==> src/rtl/lpfd_pkg.sv <==
// shared types and constants of the length-prefixed frame decoder
package lpfd_pkg;

	// result kinds
	localparam logic [1:0] KIND_DATA  = 2'd0;
	localparam logic [1:0] KIND_EMPTY = 2'd1;
	localparam logic [1:0] KIND_ERROR = 2'd2;

	// header position codes
	localparam logic [2:0] HC_TYPE    = 3'd0;
	localparam logic [2:0] HC_LEN_B3  = 3'd1;
	localparam logic [2:0] HC_LEN_B2  = 3'd2;
	localparam logic [2:0] HC_LEN_B1  = 3'd3;
	localparam logic [2:0] HC_LEN_B0  = 3'd4;
	localparam logic [2:0] HC_PAYLOAD = 3'd5;

	// configuration
	localparam int          PADDR_W        = 3;
	localparam logic        REG_MAX_LEN    = 1'b0;
	localparam logic [31:0] MAX_LEN_RESET  = 32'd4096;

	// queue between front and back
	localparam int QUEUE_DEPTH = 4;
	localparam int QPTR_W      = $clog2(QUEUE_DEPTH);
	localparam int QCNT_W      = $clog2(QUEUE_DEPTH + 1);

	typedef struct packed {
		logic [1:0] kind;
		logic [7:0] frame_type;
		logic [7:0] payload_byte;
		logic       last;
	} result_t;

	typedef struct packed {
		logic    valid;
		result_t data;
	} push_t;

	typedef struct packed {
		logic    not_empty;
		result_t data;
	} head_t;

endpackage

==> src/rtl/length_prefixed_frame_decoder.sv <==
// top level of the length-prefixed frame decoder
// Decodes a byte stream of frames, each a type byte, a 32-bit big-endian
// length and that many payload bytes. Every payload byte leaves as one word
// of kind data, tagged with the frame type, the final one with last set. A
// zero length gives one empty-frame word, a length above max_payload_length
// (APB register at byte address 0, reset 4096) gives one error word and the
// decoder then drops input up to and including the next byte flagged
// end_of_chunk. Header bytes and dropped bytes give no word. Throughput is
// one byte per clock while in_stall is low: the front part updates all
// decoder state for each accepted byte. Each word is written into the queue
// when its byte is accepted, and the output register loads it from the
// queue head once the register is empty or its word leaves. A four-word
// queue lets input keep flowing while the output is stalled; in_stall rises
// only when that queue is full.
module length_prefixed_frame_decoder (
	input  logic                          clk,
	input  logic                          arst_n,
	// input stream
	input  logic                          in_valid,
	output logic                          in_stall,
	input  logic [7:0]                    in_byte,
	input  logic                          end_of_chunk,
	// result stream
	output logic                          out_valid,
	input  logic                          out_stall,
	output logic [1:0]                    kind,
	output logic [7:0]                    frame_type,
	output logic [7:0]                    payload_byte,
	output logic                          last,
	// configuration port
	input  logic                          psel,
	input  logic                          penable,
	input  logic                          pwrite,
	input  logic [lpfd_pkg::PADDR_W-1:0]  paddr,
	input  logic [31:0]                   pwdata,
	output logic [31:0]                   prdata,
	output logic                          pready
);
	import lpfd_pkg::*;

	logic        max_len_wr;
	logic [31:0] max_len_q;
	logic        in_accept;
	logic        q_full;
	logic        q_pop;
	push_t       front_push;
	head_t       q_head;
	result_t     out_data;

	// config register, address bit 2 picks the register slot
	assign pready     = 1'b1;
	assign max_len_wr = psel && penable && pwrite && (paddr[PADDR_W-1] == REG_MAX_LEN);
	assign prdata     = (paddr[PADDR_W-1] == REG_MAX_LEN) ? max_len_q : 32'd0;

	always_ff @(posedge clk or negedge arst_n) begin
		if (!arst_n) begin
			max_len_q <= MAX_LEN_RESET;
		end else if (max_len_wr) begin
			max_len_q <= pwdata;
		end
	end

	// input is held off only by a full queue
	assign in_stall  = q_full;
	assign in_accept = in_valid && !q_full;

	// header parse and classification, at most one word per byte
	lpfd_front u_front (
		.clk          (clk),
		.arst_n       (arst_n),
		.accept       (in_accept),
		.in_byte      (in_byte),
		.end_of_chunk (end_of_chunk),
		.max_len      (max_len_q),
		.push         (front_push)
	);

	// decouples the parser from output back-pressure
	lpfd_queue u_queue (
		.clk    (clk),
		.arst_n (arst_n),
		.push   (front_push),
		.pop    (q_pop),
		.head   (q_head),
		.full   (q_full)
	);

	// registered output stage
	lpfd_back u_back (
		.clk       (clk),
		.arst_n    (arst_n),
		.head      (q_head),
		.pop       (q_pop),
		.out_stall (out_stall),
		.out_valid (out_valid),
		.out_data  (out_data)
	);

	assign kind         = out_data.kind;
	assign frame_type   = out_data.frame_type;
	assign payload_byte = out_data.payload_byte;
	assign last         = out_data.last;

endmodule

==> src/rtl/lpfd_front.sv <==
// front part: header parsing, length check and payload tagging
module lpfd_front (
	input  logic             clk,
	input  logic             arst_n,
	input  logic             accept,
	input  logic [7:0]       in_byte,
	input  logic             end_of_chunk,
	input  logic [31:0]      max_len,
	output lpfd_pkg::push_t  push
);
	import lpfd_pkg::*;

	logic [2:0]  hdr_cnt_q, hdr_cnt_n;
	logic [7:0]  type_q, type_n;
	logic [31:0] len_q, len_n;     // header length, then payload bytes still due
	logic        discard_q, discard_n;
	logic [31:0] len_full;

	assign len_full = {len_q[23:0], in_byte};

	always_comb begin
		hdr_cnt_n = hdr_cnt_q;
		type_n    = type_q;
		len_n     = len_q;
		discard_n = discard_q;
		push.valid = 1'b0;
		push.data.kind         = KIND_DATA;
		push.data.frame_type   = type_q;
		push.data.payload_byte = 8'd0;
		push.data.last         = 1'b1;
		if (accept) begin
			if (discard_q) begin
				if (end_of_chunk) begin
					discard_n = 1'b0;
				end
			end else begin
				case (hdr_cnt_q) inside
					HC_TYPE: begin
						type_n    = in_byte;
						hdr_cnt_n = HC_LEN_B3;
					end
					HC_LEN_B3: begin
						len_n     = {24'd0, in_byte};
						hdr_cnt_n = HC_LEN_B2;
					end
					HC_LEN_B2, HC_LEN_B1: begin
						len_n     = len_full;
						hdr_cnt_n = hdr_cnt_q + 3'd1;
					end
					HC_LEN_B0: begin
						if (len_full > max_len) begin
							push.valid     = 1'b1;
							push.data.kind = KIND_ERROR;
							hdr_cnt_n      = HC_TYPE;
							len_n          = 32'd0;
							discard_n      = !end_of_chunk;
						end else if (len_full == 32'd0) begin
							push.valid     = 1'b1;
							push.data.kind = KIND_EMPTY;
							hdr_cnt_n      = HC_TYPE;
							len_n          = 32'd0;
						end else begin
							len_n     = len_full;
							hdr_cnt_n = HC_PAYLOAD;
						end
					end
					default: begin
						// payload phase, unreachable codes behave the same
						push.valid             = 1'b1;
						push.data.payload_byte = in_byte;
						push.data.last         = (len_q == 32'd1);
						if (len_q == 32'd1) begin
							hdr_cnt_n = HC_TYPE;
							len_n     = 32'd0;
						end else begin
							len_n = len_q - 32'd1;
						end
					end
				endcase
			end
		end
	end

	always_ff @(posedge clk or negedge arst_n) begin
		if (!arst_n) begin
			hdr_cnt_q <= HC_TYPE;
			type_q    <= 8'd0;
			len_q     <= 32'd0;
			discard_q <= 1'b0;
		end else begin
			hdr_cnt_q <= hdr_cnt_n;
			type_q    <= type_n;
			len_q     <= len_n;
			discard_q <= discard_n;
		end
	end

endmodule

==> src/rtl/lpfd_queue.sv <==
// short result queue between the front and back parts
module lpfd_queue (
	input  logic             clk,
	input  logic             arst_n,
	input  lpfd_pkg::push_t  push,
	input  logic             pop,
	output lpfd_pkg::head_t  head,
	output logic             full
);
	import lpfd_pkg::*;

	result_t             entry_q [QUEUE_DEPTH];
	logic [QPTR_W-1:0]   wr_ptr_q;
	logic [QPTR_W-1:0]   rd_ptr_q;
	logic [QCNT_W-1:0]   count_q;
	logic                do_push;
	logic                do_pop;

	assign full           = (count_q == QCNT_W'(QUEUE_DEPTH));
	assign head.not_empty = (count_q != '0);
	assign head.data      = entry_q[rd_ptr_q];
	assign do_push        = push.valid && !full;
	assign do_pop         = pop && head.not_empty;

	always_ff @(posedge clk) begin
		if (do_push) begin
			entry_q[wr_ptr_q] <= push.data;
		end
	end

	always_ff @(posedge clk or negedge arst_n) begin
		if (!arst_n) begin
			wr_ptr_q <= '0;
			rd_ptr_q <= '0;
			count_q  <= '0;
		end else begin
			if (do_push) begin
				wr_ptr_q <= wr_ptr_q + QPTR_W'(1);
			end
			if (do_pop) begin
				rd_ptr_q <= rd_ptr_q + QPTR_W'(1);
			end
			case ({do_push, do_pop})
				2'b10:   count_q <= count_q + QCNT_W'(1);
				2'b01:   count_q <= count_q - QCNT_W'(1);
				default: count_q <= count_q;
			endcase
		end
	end

endmodule

==> src/rtl/lpfd_back.sv <==
// back part: output register that hands results to the consumer
module lpfd_back (
	input  logic             clk,
	input  logic             arst_n,
	input  lpfd_pkg::head_t  head,
	output logic             pop,
	input  logic             out_stall,
	output logic             out_valid,
	output lpfd_pkg::result_t out_data
);
	import lpfd_pkg::*;

	logic    valid_q;
	result_t data_q;

	// refill when the register is empty or its word leaves this cycle
	assign pop       = head.not_empty && (!valid_q || !out_stall);
	assign out_valid = valid_q;
	assign out_data  = data_q;

	always_ff @(posedge clk) begin
		if (pop) begin
			data_q <= head.data;
		end
	end

	always_ff @(posedge clk or negedge arst_n) begin
		if (!arst_n) begin
			valid_q <= 1'b0;
		end else if (pop) begin
			valid_q <= 1'b1;
		end else if (!out_stall) begin
			valid_q <= 1'b0;
		end
	end

endmodule

==> config.mk <==
export PLATFORM = sky130hd
export DESIGN_NAME = length_prefixed_frame_decoder
export DESIGN_NICKNAME = d
export VERILOG_FILES = /design/src/rtl/lpfd_pkg.sv /design/src/rtl/length_prefixed_frame_decoder.sv /design/src/rtl/lpfd_front.sv /design/src/rtl/lpfd_queue.sv /design/src/rtl/lpfd_back.sv
export SDC_FILE = /design/constraint.sdc
export NUM_CORES = 1
export LEC_CHECK = 0
export BUFFER_PORTS_ARGS = -buffer_cell sky130_fd_sc_hd__buf_2
export CAP_MARGIN = 10
export CELL_PAD_IN_SITES_DETAIL_PLACEMENT = 1
export CELL_PAD_IN_SITES_GLOBAL_PLACEMENT = 2
export CORE_ASPECT_RATIO = 1.1
export CORE_MARGIN = 10
export CORE_UTILIZATION = 40
export DETAILED_ROUTE_END_ITERATION = 16
export PLACE_DENSITY_LB_ADDON = 0.15
export SYNTH_ARGS = -nofsm -noshare
export SYNTH_HDL_FRONTEND = slang
export SYNTH_SLANG_ARGS = --single-unit
==> constraint.sdc <==
create_clock -name clk -period 4.1 [get_ports clk]
set_input_delay 0.41 -clock clk [delete_from_list [all_inputs] [get_ports clk]]
set_output_delay 0.41 -clock clk [all_outputs]
set_load 0.01 [all_outputs]
==> impl_table.tex <==
\begin{tabular}{lr}
\hline
Metric & Value \\
\hline
\multicolumn{2}{l}{\textbf{Outcome}} \\
Result of the run & finished, final reports clean \\
\multicolumn{2}{l}{\textbf{Global routing}} \\
Largest net degree at the start of global routing & 57 \\
Wire length of the first global-routing pass & 35.97 mm \\
Final global-route overflow total & 0 \\
Antenna violations before repair & 0 \\
Vias in the first global route & between 6,000 and 7,000 \\
Global-route usage over all layers & 16.05\% \\
\multicolumn{2}{l}{\textbf{Floorplan}} \\
Core Area & between 20,000 and 25,000 um2 \\
Num rows & between 50 and 60 \\
Count of pins on the block boundary & roughly 110 \\
Effective utilization at floorplan & 40.58\% \\
Horizontal die dimension & approximately 160 um \\
Die area & 27,890 um2 \\
Die Ht & 174.2 um \\
\multicolumn{2}{l}{\textbf{Timing}} \\
Slew @ Worst Pin & 1.030 ns \\
Worst Skew & 0.02085 ns \\
Max frequency & 270.7 MHz \\
Final period utilization & 90.10\% \\
Sum of negative setup slack & 0 ns \\
Number of pins exceeding their max-slew limit in the final report & 0 \\
Count of endpoints failing setup in the final report & 0 \\
Max\_slew headroom & 31.30\% \\
Min Clock Period, post-route & 3.694 ns \\
Setup WS post-layout & 0.4061 ns \\
Final Hold Viols & 0 \\
Setup repair after global routing missed its margin & false \\
\multicolumn{2}{l}{\textbf{Power}} \\
Largest vdd supply drop & approximately 330 uV \\
Pwr dens & 696.9 nW/um2 \\
Final Total Pwr & 0.007056 W \\
Leakage & 4.287 nW \\
\multicolumn{2}{l}{\textbf{Yosys}} \\
Most used standard cell by instance count after synthesis & sky130\_fd\_sc\_hd\_\_edfxtp\_1 \\
Total standard cell area after synthesis & 8643 um2 \\
Post-synthesis area per instance & 12.77 um2 \\
Area share of the largest cell type after synthesis & 33.01\% \\
Number of standard cells after synthesis & around 680 \\
Number of nets in the synthesized netlist & 773 \\
Dominant synthesized flop cell & sky130\_fd\_sc\_hd\_\_edfxtp\_1 \\
Number of synthesized flops with an enable pin & 95 \\
Fraction of registers with async set or reset after synthesis & a little under half \\
Most area-hungry cell type in the Yosys netlist & sky130\_fd\_sc\_hd\_\_edfxtp\_1 \\
Largest cells by area after synthesis & sky130\_fd\_sc\_hd\_\_edfxtp\_1 (33\%), sky130\_fd\_sc\_hd\_\_dfrtp\_1 (24\%), sky130\_fd\_sc\_hd\_\_ha\_1 (6.4\%) \\
Register bit count reported by yosys & 179 \\
Sequential element share of the synthesized area & 57.34\% \\
Most numerous cell types in the synthesized netlist & sky130\_fd\_sc\_hd\_\_edfxtp\_1 (95), sky130\_fd\_sc\_hd\_\_dfrtp\_1 (83), sky130\_fd\_sc\_hd\_\_nor2\_1 (64) \\
Yosys Warn Count & 0 \\
Number of distinct library cells after synthesis & between 60 and 70 \\
\multicolumn{2}{l}{\textbf{Clock network}} \\
Clock root buffer & sky130\_fd\_sc\_hd\_\_clkbuf\_16 \\
TritonCTS clock tree & built \\
CTS H-tree depth & 4 \\
Post-CTS Hold Fix Bufs & 0 \\
Deepest clock path buffer count & 2 \\
Clock buffer count from CTS & 17 \\
\# resized after CTS & 0 \\
Latest clock arrival within the worst-skew pair & 0.44 ns \\
Post-CTS clock slew at the launch and capture registers of the worst setup and hold paths & 0.09 ns \\
Total setup buffers inserted after CTS & 0 \\
Sinks on the clock net & about 180 \\
\multicolumn{2}{l}{\textbf{Min path}} \\
Class of the most critical hold timing path & input port to async pin \\
\multicolumn{2}{l}{\textbf{Critical path}} \\
Required time of the worst setup path & 4.16 ns \\
Arr. time, crit path & approximately 3.8 ns \\
Critical path endpoint category & register \\
Startpoint-to-endpoint class of the critical path & register to register \\
Worst setup SP type & register \\
Crit Path Max Fanout & 19 \\
\multicolumn{2}{l}{\textbf{Layout}} \\
Layout fillers & 2,221 \\
ANT cells & 0 \\
Share of final-layout standard cells stronger than drive strength 1 & between 20\% and 30\% \\
Final Core Density & a little under half \\
Final Net Count & between 800 and 900 \\
Synth-to-layout area growth & 17.14\% \\
\multicolumn{2}{l}{\textbf{Routing}} \\
Mean number of vias per cell & 5.311 \\
Final routed wire length divided by cell count & between 20 and 25 um \\
Wire length after detailed routing & 21.86 mm \\
Number of routed nets with antenna violations & 0 \\
DRC Markers & 0 \\
Iteration-0 DRC count of the detailed router & 312 \\
Via Count & 5,778 \\
First-pass iteration count of the detailed router & 4 \\
\multicolumn{2}{l}{\textbf{Place}} \\
Number of buffers added on ports & about 100 \\
Worst slack, placed & 0.3319 ns \\
Total half-perimeter wirelength after legalization and detailed placement & about 16 mm \\
Last weighted congestion value of the routability-driven placer & 0.7928 \\
\multicolumn{2}{l}{\textbf{Job}} \\
Max-cap viol count & 0 \\
\hline
\end{tabular}
## report_power, final
part	switching, W	internal [W]
registers	0.000440	0.00249
clock network	0.000841	0.000842
logic	0.00140	0.00103
## final timing paths
kind | slack, ns | cells past startpoint | startpoint | end
min reg2reg | 0.51 | 1 | u_queue.count_q[2] | u_queue.count_q[2]
max reg2reg | 0.41 | 7 | u_front.len_q[4] | u_queue.entry_q[1][14]
min in group clk | 0.19 | 2 | pwdata[1] | max_len_q[1]
max in group asynchronous | 3.12 | 2 | arst_n | u_front.len_q[29]
min | 0.02 | 1 | arst_n | max_len_q[15]
max | 0.41 | 7 | u_front.len_q[4] | u_queue.entry_q[1][14]
## cell type report
| class | count | area, um2 | area share [%] |
|---|---|---|---|
| Clock inverter | 15 | 198.9 | 1.965 |
| Clock buffer | 17 | 425.4 | 4.202 |
| Sequential cell | 179 | 4956 | 48.95 |
| Timing Repair Buffer | 117 | 628.1 | 6.204 |
| Multi-Input combinational cell | 425 | 3385 | 33.43 |
| Tap cell | 290 | 362.8 | 3.584 |
| Inverter | 45 | 168.9 | 1.668 |
## cell usage in the layout, fill, tap and decap left out, types with 3 or more instances in the layout
master and n:
sky130_fd_sc_hd__and2_1 14, sky130_fd_sc_hd__dfrtp_1 83, sky130_fd_sc_hd__nand3_1 7, sky130_fd_sc_hd__o21ai_0 27
sky130_fd_sc_hd__buf_2 100, sky130_fd_sc_hd__nand2_1 20, sky130_fd_sc_hd__nor3_1 20, sky130_fd_sc_hd__nor3b_1 6
sky130_fd_sc_hd__o31ai_1 5, sky130_fd_sc_hd__a21o_1 6, sky130_fd_sc_hd__nor2b_1 8, sky130_fd_sc_hd__mux2_2 42
sky130_fd_sc_hd__nor2_1 64, sky130_fd_sc_hd__xnor2_1 4, sky130_fd_sc_hd__inv_8 3, sky130_fd_sc_hd__o41ai_1 3
sky130_fd_sc_hd__edfxtp_1 95, sky130_fd_sc_hd__o211ai_1 3, sky130_fd_sc_hd__clkinv_8 6, sky130_fd_sc_hd__a21oi_1 27
sky130_fd_sc_hd__a211o_1 5, sky130_fd_sc_hd__mux4_2 19, sky130_fd_sc_hd__ha_1 44, sky130_fd_sc_hd__inv_1 44
sky130_fd_sc_hd__inv_6 3, sky130_fd_sc_hd__clkbuf_16 17, sky130_fd_sc_hd__buf_4 17, sky130_fd_sc_hd__nand3b_1 3
sky130_fd_sc_hd__o21a_1 3, sky130_fd_sc_hd__nor4_1 16, sky130_fd_sc_hd__a21boi_0 6, sky130_fd_sc_hd__nand4_1 9
sky130_fd_sc_hd__a221o_1 17
## cells by family after synthesis
group / synth area share [%]
mux: 10.42
buf+inv: 3.547
flops: 57.34
compound gates: 10.26
xor+xnor: 0.6080
simple gates: 11.18
fa+ha+maj: 6.601
other cells: 0.04339
## stage by stage
step | instance area, um2 | hold slack (ns) | instances
detailed placement | 9500 | 0.4943 | 1056
global placement | 9500 | 0.4732 | 1056
floorplan | 8643 | 0.1144 | 677
CTS | 10120 | 0.05740 | 1088
global route | 10120 | 0.07226 | 1088
finish | 10120 | 0.02113 | 1088
## metal layers
metal  routed length, um  part of all wire, %  track usage (%)
met1                9408                   43            18.79
met2               11330                   52            28.98
met4                 286                  1.3            4.632
met5                   0                    0                0
met3                 840                  3.8            3.261
## sequential cells by signal, indices dropped and copies added (netlist names)
register and cells:
max_len_q 32, u_back.out_data 19, u_back.out_valid 1, u_front.discard_q 1, u_front.hdr_cnt_q 3, u_front.len_q 32
u_front.type_q 8, u_queue.count_q 3, u_queue.entry_q 76, u_queue.rd_ptr_q 2, u_queue.wr_ptr_q 2
## worst max-delay path: stages, from the launching register on
cell and delay (ns):
sky130_fd_sc_hd__dfrtp_1 0.50, sky130_fd_sc_hd__or4_1 0.57, sky130_fd_sc_hd__nand4bb_1 0.31, sky130_fd_sc_hd__or3_4 0.48
sky130_fd_sc_hd__nor2_4 0.16, sky130_fd_sc_hd__a2111oi_2 0.06, sky130_fd_sc_hd__nor2_1 0.34, sky130_fd_sc_hd__and2_1 0.87
No activity file was read; power rests on OpenSTA's default activity.
